`config.mk`:
```
export PLATFORM = sky130hd
export DESIGN_NAME = bounded_deque_with_value_removal_unit
export DESIGN_NICKNAME = d
export VERILOG_FILES = /design/src/bdq_pkg.sv /design/src/bdq_cell.sv /design/src/bounded_deque_with_value_removal_unit.sv
export SDC_FILE = /design/constraint.sdc
export NUM_CORES = 2
export LEC_CHECK = 0
export ABC_AREA = 1
export BUFFER_PORTS_ARGS = -buffer_cell sky130_fd_sc_hd__buf_2
export CORE_MARGIN = 2
export CORE_UTILIZATION = 50
export CTS_BUF_LIST = sky130_fd_sc_hd__clkbuf_4 sky130_fd_sc_hd__clkbuf_8 sky130_fd_sc_hd__clkbuf_16
export DETAILED_ROUTE_END_ITERATION = 6
export PLACE_DENSITY = 0.68
export SYNTH_ARGS = -nofsm -noshare
export SYNTH_HDL_FRONTEND = slang
export SYNTH_SLANG_ARGS = --single-unit
export TNS_END_PERCENT = 1
```
`constraint.sdc`:
```
create_clock -name i_clk -period 3.7 [get_ports i_clk]
set_clock_uncertainty 0.05 [all_clocks]
set_input_delay 0.37 -clock i_clk [delete_from_list [all_inputs] [get_ports i_clk]]
set_output_delay 0.37 -clock i_clk [all_outputs]
set_load 0.03 [all_outputs]
```
`src/bdq_pkg.sv`:
```
// ----------------------------------------------------------------------------
// bdq_pkg: shared types and codes for the bounded deque
// Command kinds, result status codes, transaction structs and cell control.
// ----------------------------------------------------------------------------
`default_nettype none

package bdq_pkg;

    // Command kinds
    localparam logic [2:0] KIND_PUSH_BACK  = 3'd0;
    localparam logic [2:0] KIND_PUSH_FRONT = 3'd1;
    localparam logic [2:0] KIND_POP_FRONT  = 3'd2;
    localparam logic [2:0] KIND_POP_BACK   = 3'd3;
    localparam logic [2:0] KIND_REMOVE     = 3'd4;
    localparam logic [2:0] KIND_LIST_FIRST = 3'd5;
    localparam logic [2:0] KIND_LIST_LAST  = 3'd6;
    localparam logic [2:0] KIND_CLEAR      = 3'd7;

    // Result status codes
    localparam logic [1:0] ST_OK       = 2'd0;
    localparam logic [1:0] ST_EMPTY    = 2'd1;
    localparam logic [1:0] ST_FULL     = 2'd2;
    localparam logic [1:0] ST_NOTFOUND = 2'd3;

    // Longest listing and the width of its count
    localparam int MAX_RESULTS = 16;
    localparam int LIST_W      = 5;

    // Input transaction
    typedef struct packed {
        logic [2:0]         kind;
        logic signed [31:0] value;
        logic [4:0]         list_count;
    } t_cmd;

    // Result transaction
    typedef struct packed {
        logic signed [31:0] item_value;
        logic [1:0]         status;
        logic               last_of_run;
    } t_result;

    // Per-cell control: load the new value, take the left or the right neighbor
    typedef struct packed {
        logic load;
        logic shr;
        logic shl;
    } t_cell_ctl;

endpackage

`default_nettype wire

```
`src/bdq_cell.sv`:
```
// ----------------------------------------------------------------------------
// bdq_cell: one storage slot of the deque
// Holds one entry, takes a new value or a neighbor's entry, and compares its
// entry against the search key.
// ----------------------------------------------------------------------------
`default_nettype none

module bdq_cell
    import bdq_pkg::*;
(
    input  wire logic               i_clk,
    input  wire t_cell_ctl          i_ctl,
    input  wire logic signed [31:0] i_value,
    input  wire logic signed [31:0] i_left,
    input  wire logic signed [31:0] i_right,
    input  wire logic signed [31:0] i_key,
    output logic signed [31:0]      o_data,
    output logic                    o_match
);

    logic signed [31:0] r_data;
    logic signed [31:0] n_data;

    // Select the next entry: new value, then right shift, then left shift
    always_comb begin
        n_data = r_data;
        if (i_ctl.load) begin
            n_data = i_value;
        end else if (i_ctl.shr) begin
            n_data = i_left;
        end else if (i_ctl.shl) begin
            n_data = i_right;
        end
    end

    always_ff @(posedge i_clk) begin
        r_data <= n_data;
    end

    assign o_data  = r_data;
    assign o_match = (r_data == i_key);

endmodule

`default_nettype wire

```
`src/bounded_deque_with_value_removal_unit.sv`:
```
// Timing: push, pop, clear, an empty listing and a removal on an empty store
// give their result from the execute state; any other removal scans one cell
// per cycle and answers on a match or at the last entry; a listing emits one
// value per cycle until its count is spent.
// Throughput: one command at a time; busy falls as the last result is issued.
// Reset: synchronous, active low; empties the deque, entry contents are kept.
// ----------------------------------------------------------------------------
// bounded_deque_with_value_removal_unit: bounded double-ended queue
// A row of cells holds entries front to back and shifts them between
// neighbors; a small sequencer runs pushes, pops, value removal and listings.
// ----------------------------------------------------------------------------
`default_nettype none

module bounded_deque_with_value_removal_unit
    import bdq_pkg::*;
#(
    parameter int DEPTH = 16
) (
    input  wire logic i_clk,
    input  wire logic i_rst_n,
    input  wire logic start,
    input  wire t_cmd i_cmd,
    output logic      busy,
    output logic      o_result_valid,
    output t_result   o_result
);

    localparam int CW = $clog2(DEPTH + 1);
    localparam int IW = $clog2(DEPTH);
    localparam int SW = (CW > LIST_W) ? CW : LIST_W;

    typedef enum logic [3:0] {
        S_IDLE = 4'b0001,
        S_EXEC = 4'b0010,
        S_SCAN = 4'b0100,
        S_LIST = 4'b1000
    } t_state;

    t_state             r_state, n_state;
    t_cmd               r_cmd;
    logic [CW-1:0]      r_occ, n_occ;
    logic [IW-1:0]      r_idx, n_idx;
    logic [LIST_W-1:0]  r_left, n_left;
    t_result            r_out, n_out;
    logic               r_out_valid, n_out_valid;

    t_cell_ctl          w_ctl   [DEPTH];
    logic signed [31:0] w_data  [DEPTH];
    logic [DEPTH-1:0]   w_match;

    logic               w_accept;
    logic [CW-1:0]      w_last_idx;
    logic [IW-1:0]      w_rd_idx;
    logic signed [31:0] w_rd_data;
    logic [SW-1:0]      w_n;
    logic [CW-1:0]      w_start;

    assign w_accept   = start && (r_state == S_IDLE);
    assign busy       = (r_state != S_IDLE);
    assign w_last_idx = r_occ - CW'(1);

    // Row of cells
    genvar g;
    generate
        for (g = 0; g < DEPTH; g++) begin : g_cell
            logic signed [31:0] w_left;
            logic signed [31:0] w_right;
            if (g == 0) begin : g_first
                assign w_left = '0;
            end else begin : g_mid_l
                assign w_left = w_data[g-1];
            end
            if (g == DEPTH - 1) begin : g_last
                assign w_right = w_data[g];
            end else begin : g_mid_r
                assign w_right = w_data[g+1];
            end
            bdq_cell u_cell (
                .i_clk   (i_clk),
                .i_ctl   (w_ctl[g]),
                .i_value (r_cmd.value),
                .i_left  (w_left),
                .i_right (w_right),
                .i_key   (r_cmd.value),
                .o_data  (w_data[g]),
                .o_match (w_match[g])
            );
        end
    endgenerate

    // Read port: front or back for pops, walking index for listings
    always_comb begin
        if (r_state == S_EXEC) begin
            w_rd_idx = (r_cmd.kind == KIND_POP_FRONT) ? '0 : w_last_idx[IW-1:0];
        end else begin
            w_rd_idx = r_idx;
        end
    end
    assign w_rd_data = w_data[w_rd_idx];

    // Listing length and first position
    always_comb begin
        w_n = (SW'(r_cmd.list_count) < SW'(r_occ)) ? SW'(r_cmd.list_count) : SW'(r_occ);
        if (w_n > SW'(MAX_RESULTS)) begin
            w_n = SW'(MAX_RESULTS);
        end
        w_start = r_occ - CW'(w_n);
    end

    // Sequencer
    always_comb begin
        n_state     = r_state;
        n_occ       = r_occ;
        n_idx       = r_idx;
        n_left      = r_left;
        n_out       = r_out;
        n_out_valid = 1'b0;
        for (int i = 0; i < DEPTH; i++) begin
            w_ctl[i] = '0;
        end

        unique case (r_state)
            S_IDLE: begin
                if (w_accept) begin
                    n_state = S_EXEC;
                end
            end
            S_EXEC: begin
                n_state           = S_IDLE;
                n_out_valid       = 1'b1;
                n_out.item_value  = '0;
                n_out.status      = ST_OK;
                n_out.last_of_run = 1'b1;
                case (r_cmd.kind) inside
                    KIND_PUSH_BACK: begin
                        if (r_occ == CW'(DEPTH)) begin
                            n_out.status = ST_FULL;
                        end else begin
                            for (int i = 0; i < DEPTH; i++) begin
                                w_ctl[i].load = (r_occ == CW'(i));
                            end
                            n_occ = r_occ + CW'(1);
                        end
                    end
                    KIND_PUSH_FRONT: begin
                        if (r_occ == CW'(DEPTH)) begin
                            n_out.status = ST_FULL;
                        end else begin
                            w_ctl[0].load = 1'b1;
                            for (int i = 1; i < DEPTH; i++) begin
                                w_ctl[i].shr = 1'b1;
                            end
                            n_occ = r_occ + CW'(1);
                        end
                    end
                    KIND_POP_FRONT, KIND_POP_BACK: begin
                        if (r_occ == '0) begin
                            n_out.status = ST_EMPTY;
                        end else begin
                            n_out.item_value = w_rd_data;
                            n_occ            = w_last_idx;
                            if (r_cmd.kind == KIND_POP_FRONT) begin
                                for (int i = 0; i < DEPTH; i++) begin
                                    w_ctl[i].shl = 1'b1;
                                end
                            end
                        end
                    end
                    KIND_REMOVE: begin
                        if (r_occ == '0) begin
                            n_out.status = ST_NOTFOUND;
                        end else begin
                            n_out_valid = 1'b0;
                            n_idx       = '0;
                            n_state     = S_SCAN;
                        end
                    end
                    KIND_LIST_FIRST, KIND_LIST_LAST: begin
                        if (w_n == '0) begin
                            n_out.status = ST_EMPTY;
                        end else begin
                            n_out_valid = 1'b0;
                            n_left      = w_n[LIST_W-1:0];
                            n_idx       = (r_cmd.kind == KIND_LIST_FIRST) ? '0
                                                                          : w_start[IW-1:0];
                            n_state     = S_LIST;
                        end
                    end
                    default: begin
                        n_occ = '0;
                    end
                endcase
            end
            S_SCAN: begin
                n_out.item_value  = '0;
                n_out.last_of_run = 1'b1;
                n_out.status      = ST_OK;
                if (w_match[r_idx]) begin
                    // Close the gap: every cell from the match onward takes its right neighbor
                    for (int i = 0; i < DEPTH; i++) begin
                        w_ctl[i].shl = (CW'(i) >= CW'(r_idx));
                    end
                    n_occ       = w_last_idx;
                    n_out_valid = 1'b1;
                    n_state     = S_IDLE;
                end else if (r_idx == w_last_idx[IW-1:0]) begin
                    n_out.status = ST_NOTFOUND;
                    n_out_valid  = 1'b1;
                    n_state      = S_IDLE;
                end else begin
                    n_idx = r_idx + IW'(1);
                end
            end
            S_LIST: begin
                n_out.item_value  = w_rd_data;
                n_out.status      = ST_OK;
                n_out.last_of_run = (r_left == LIST_W'(1));
                n_out_valid       = 1'b1;
                n_left            = r_left - LIST_W'(1);
                n_idx             = r_idx + IW'(1);
                if (r_left == LIST_W'(1)) begin
                    n_state = S_IDLE;
                end
            end
            default: begin
                n_state = S_IDLE;
            end
        endcase
    end

    // Control registers
    always_ff @(posedge i_clk) begin
        if (!i_rst_n) begin
            r_state     <= S_IDLE;
            r_occ       <= '0;
            r_out_valid <= 1'b0;
        end else begin
            r_state     <= n_state;
            r_occ       <= n_occ;
            r_out_valid <= n_out_valid;
        end
    end

    // Payload registers
    always_ff @(posedge i_clk) begin
        if (w_accept) begin
            r_cmd <= i_cmd;
        end
        r_idx  <= n_idx;
        r_left <= n_left;
        r_out  <= n_out;
    end

    assign o_result_valid = r_out_valid;
    assign o_result       = r_out;

    // Occupancy never exceeds the store
    a_occ_bound: assert property (@(posedge i_clk) disable iff (!i_rst_n)
        r_occ <= CW'(DEPTH))
        else $error("occupancy beyond depth");

    // A result only follows work in progress
    a_out_after_work: assert property (@(posedge i_clk) disable iff (!i_rst_n)
        o_result_valid |-> $past(r_state) != S_IDLE)
        else $error("result without a command");

    // The final result of a command releases the block
    a_last_idle: assert property (@(posedge i_clk) disable iff (!i_rst_n)
        o_result_valid && o_result.last_of_run |-> r_state == S_IDLE)
        else $error("last result while still busy");

    // Non-ok results carry a zero value
    a_zero_value: assert property (@(posedge i_clk) disable iff (!i_rst_n)
        o_result_valid && (o_result.status != ST_OK) |-> o_result.item_value == '0)
        else $error("nonzero value on a failing result");

endmodule

`default_nettype wire
```
# [Word-level counts from Yosys, hierarchy flattened]
# Cells that the tools add are included.
# Widths: inputs -> output; s select.
[totals] register_bits=606 in_bits=43 out_inout_bits=37 word_cells=350
[op_classes] add_sub_neg=5 n_lt_le_gt_ge=19 n_eq_ne=63 muxes=206 bitwise_logic=1 reduce_logical=29
[ops] op="$mux 32" n=52
[ops] op="$eq 32x32->1" n=16
[ops] op="$bmux 32 s4" n=1
[ops] op="$pmux 35 s3" n=1
[ops] op="$mux 4" n=22
[ops] op="$mux 5" n=16
[ops] op="$mux 1" n=69
[ops] op="$mux 2" n=23
[ops] op="$reduce_bool 3->1" n=15
[ops] op="$eq 5x4->1 const B" n=8
[ops] op="$pmux 1 s2" n=15
[ops] op="$ge 4x4->1 const A" n=7
[ops] op="$eq 5x3->1 const B" n=4
[ops] op="$ne 2x2->1 const B" n=10
[ops] op="$pmux 5 s2" n=2
[ops] op="$ge 3x4->1 const A" n=4
[ops] op="$pmux 4 s4" n=1
[ops] op="$pmux 4 s3" n=1
[ops] op="$eq 5x1->1 const B" n=2
[ops] op="$eq 5x2->1 const B" n=2
[ops] op="$logic_not 5->1" n=2
[ops] op="$ne 5x4->1 const B" n=2
[ops] op="$sub 5x1->5 const B" n=2
[ops] op="$eq 3x3->1 const B" n=3
[ops] op="34 further kinds" n=43

# [Longest topological paths before layout]
[logic_depth] word_depth=13 ltp_mapped=20 depth_no_buf=19

# [Cells and area by module]
# From an unflattened synthesis, not the netlist that was laid out.
[unflattened] cells_unflattened=7145 hier_area_um2=46633.5
[modules_own_cells] mod="bdq_cell" instances=16 cells_each=346 area_per_inst_um2=2314.7 seq_area_each_um2=960.9
[modules_own_cells] mod="bounded_deque_with_value_removal_unit" instances=1 cells_each=1609 area_per_inst_um2=9598.0 seq_area_each_um2=2722.6

# [Worst setup path before layout]
# No wires, ideal clock.
[synth_path] path_kind="register -> register" startpoint="reg r_cmd[14] (netlist bit)" endpoint="reg g_cell[8].u_cell.r_data[0] (enable)" setup_time_ns=0.428 arrival_ns=3.252 required_time_ns=3.222 slack_ns=-0.030 stages_incl_launch_ff=16 n_path_buf=2 period_less_slack_ns=3.730 cell_sequence="edfxtp_1 -> buf_4 -> clkinv_1 -> buf_2 -> o22ai_1 -> nor2_1 -> nand2_1 -> nor2_1 -> nand3_1 -> nor2_1 -> nor2_1 -> nor2_1 -> nand2_1 -> nand2_2 -> nand2_1 -> o21bai_1"
[synth_via] elab_chain_cells=6 elab_cells_between_ends=21 classes_between="eq/ne (16); mux (4); reduce/logical (1)"
[synth_lines] element="start, declared" line_no="bounded_deque_with_value_removal_unit.sv:40" rtl="t_cmd r_cmd;"
[synth_lines] element="start signal, assigned" line_no="bounded_deque_with_value_removal_unit.sv:247" rtl="r_cmd <= i_cmd;"
[synth_lines] element="$eq 32x32->1" line_no="bdq_cell.sv:41" rtl="assign o_match = (r_data == i_key);"
[synth_lines] element="$bmux 1 s4 (*)" line_no="bounded_deque_with_value_removal_unit.sv:198" rtl="if (w_match[r_idx]) begin"
[synth_lines] element="$mux 1 (implied by the code) (*)" line_no="bounded_deque_with_value_removal_unit.sv:198"
[synth_lines] element="$mux 1 (*)" line_no="bounded_deque_with_value_removal_unit.sv:198"
[synth_lines] element="$pmux 1 s2 (*)" line_no="bounded_deque_with_value_removal_unit.sv:122" rtl="unique case (r_state)"
[synth_lines] element="$reduce_bool 3->1 (no line) (*)"
[synth_lines] element="end signal, assigned" line_no="bdq_cell.sv:37" rtl="r_data <= n_data;"
[synth_lines] element="end, declared" line_no="bdq_cell.sv:21" rtl="logic signed [31:0] r_data;"
# Mark *: on every way between the ends. The rest lies on a longest branch, timed or not. The select of a mux whose other input is x is not followed.
# A chain may end at the register's enable or synchronous reset.

==> metrics <==
status=finished, violations left; failing checks=DRC; fin util=a little under three fifths; Iteration-0 DRC Markers=7138; CTS tree=done; core area=82370 um2; Yosys top cell by area=edfxtp_1; Seq pwr share=about two fifths; total grt overflow=0; combinational power share=26.2%; Critical Path RT=4.11 ns; Max Freq=271.8 MHz; leakage power=roughly 0.018 uW; setup slack after layout=about 0.021 ns; placed cells=6399; remaining antenna violation count after routing=0; worst vdd ir=~0.00035 V; GPL Wtd Cong=between 1 and 1.5; Clock transition at path regs=0.06 ns; most common flop cell mapped by yosys=edfxtp_1; initial core utilization=50.70%; sw frac=34.62%; vias in the first global route=38040; min cycle time layout=between 3 and 4 ns; Avg Cell Area, Syn=approximately 7.7 um2; fin crit share=99.43%; synth warn=0; wire per inst=between 20 and 30 um; IO Pins=80; Fin. Hold Viols=0; post-synth top area share=42.85%; synth top area cells=edfxtp_1 (43%), nand2_1 (13%), o211ai_1 (9.9%); synthesized instance count=approximately 5400; Clock power frac=35.2%; Clk Latency, worst-skew pair=0.65 ns; Yosys cell types=39; pre-CTS WS=just under 0.07 ns; clock sink count=a little over 600; share of layout cells above drive strength 1=a little under a tenth; Fin Setup TNS=0 ns; power per cell area=about 430 nW/um2; Switch Pwr=roughly 7000 uW; Slew HR=about two fifths; post-DP HPWL=around 140000 um; Syn Nets=between 5000 and 6000; Die W=between 200 and 300 um; crit start category=register; Tot Pwr=slightly above 20000 uW; DRT Wirelength=about 190000 um; PortBufs=between 70 and 80; max cap viols=0; die area=roughly 86000 um2; crit path capture type=register; RSZ-0062 raised after global routing=false; Num CTS Buffers=74; Area Overhead vs Synth=13.39%; via count=42450; total track usage=a little over two fifths; leading cell type in the layout, fill and taps excluded=nand2_1; Yosys reg bits=slightly above 600; Via density=between 6 and 7; final setup fails=0; DIE HEIGHT=approximately 290 um; number of synthesized flops with an enable pin=596; number of remaining DRC errors=8; Root Driver=clkbuf_16; antenna violations before repair=9; Crit Path Class=register to register; Pre-Repair DR Iteration Count=7; Slew Viols, Final=0; Post-synth ARST share=0%; Synth Cell Area=41760 um2; placement row count=about 110; # H-tree levels=3; critical path fanouts, max=65; Power Internal=~13000 uW; largest buffer count on any clock path=3; largest net degree at the start of global routing=roughly 120; Hold Path Class=input pin to register; most frequent cells in the layout=nand2_1 (1471), o21ai_0 (731), edfxtp_1 (596); worst path arrival time=a little over 4 ns; worst slew pin tran=0.8799 ns; final cell count without fillers=approximately 6600; Final #Nets=roughly 5500; sequential share of the synthesized area=~43%; first-pass GRT wire length=270100 um
[timing repair]
item | in CTS | in global routing
gates resized for setup | 0 | 3
endpoints found under the setup margin | 0 | 422
hold buffers | 42 | 0
buffers inserted | 0 | 1
endpoints found under the hold margin | 41 | 0
[power groups by stage]
stage	clock network (uW)	registers, uW	logic [uW]
2_1_floorplan	0	8020	2800
3_3_place_gp	0	8080	5050
3_5_place_dp	0	8080	5060
4_1_cts	7240	7940	5110
5_1_grt	7470	7960	5570
6_report	7230	7950	5380
[Yosys cell counts (all sizes together) (10+ instances only)]
cell / instances
nand3: 136
ha: 18
xnor2: 145
or2: 12
a21oi: 145
nand4: 111
o21ai: 833
o22ai: 57
dfxtp: 10
nor2: 266
buf: 249
clkbuf: 212
edfxtp: 596
nand2: 1473
a31oi: 40
o211ai: 550
xor2: 33
clkinv: 10
inv: 508
nor3: 18
[critical path, cell delays in order (launching register included)]
cell and delay [ns]:
edfxtp_1 0.50, inv_2 0.21, nand2_2 0.18, nor2_2 0.22, nor2_2 0.10, a22oi_4 0.34, buf_4 0.27, buf_12 0.30
buf_12 0.24, nand2_1 0.06, o21ai_0 0.11, o21ai_1 0.08, o211ai_1 0.39, nand2_1 0.17, nor2_1 0.24
[registers in the layout, summed over array words and instances (netlist names)]
name,cells
o_result,35
r_occ,5
r_left,5
o_result_valid,1
g_cell.u_cell.o_data,512
r_state,4
r_cmd,40
r_idx,4
[cell type report]
cell class              instances  area [um2]
fillers                      7664       35020
well taps                    1070        1339
repair buffers                394        3816
clock buffers                  90        2024
multi-input cells            3854       19840
inverters                     518        1947
flip-flops and latches        606       18100
clock inverters                41       285.3
diodes                          2       5.005
[logic make-up (layout without fill, tap and decap cells)]
kind of cell	Yosys count	after routing	share of synthesized area, %
compound gates	1638	1638	23.36
other cells	0	2	0
buf+inv	979	1043	9.566
fa+ha+maj	19	19	0.5872
xor+xnor	178	178	3.733
flops	606	606	43.33
simple gates	2019	2019	19.43
[per-layer routing]
| metal | share of wire (%) | global-route usage (%) | vias to the layer above |
|---|---|---|---|
| met3 | 13 | 8.064 | 576 |
| met2 | 41 | 61.37 | 3310 |
| met5 | 0.014 | 0 | - |
| li1 | - | - | 18850 |
| met4 | 8.3 | 29.72 | 4 |
| met1 | 38 | 59.40 | 19710 |
[final timing paths]
| check | start | endpoint | slack (ns) | cells after the start |
|---|---|---|---|---|
| setup / recovery | r_cmd[39]$_DFFE_PP_ | o_result[12]$_DFFE_PP_ | 0.02 | 14 |
| hold / removal | i_cmd[35] | r_cmd[35]$_DFFE_PP_ | 0.38 | 2 |
| setup reg to reg | r_cmd[39]$_DFFE_PP_ | o_result[12]$_DFFE_PP_ | 0.02 | 14 |
| hold reg to reg | g_cell[1].u_cell.o_data[11]$_DFFE_PP_ | g_cell[0].u_cell.o_data[11]$_DFFE_PP_ | 0.51 | 2 |
[stage by stage]
step           cell area (um2)  hold WS [ns]
2_1_floorplan            41770        0.4189
3_3_place_gp             44590        0.4959
3_5_place_dp             44590        0.4961
4_1_cts                  47320        0.3610
5_1_grt                  47350        0.3902
6_report                 47350        0.3772
Power figures use the tool's default switching activity.
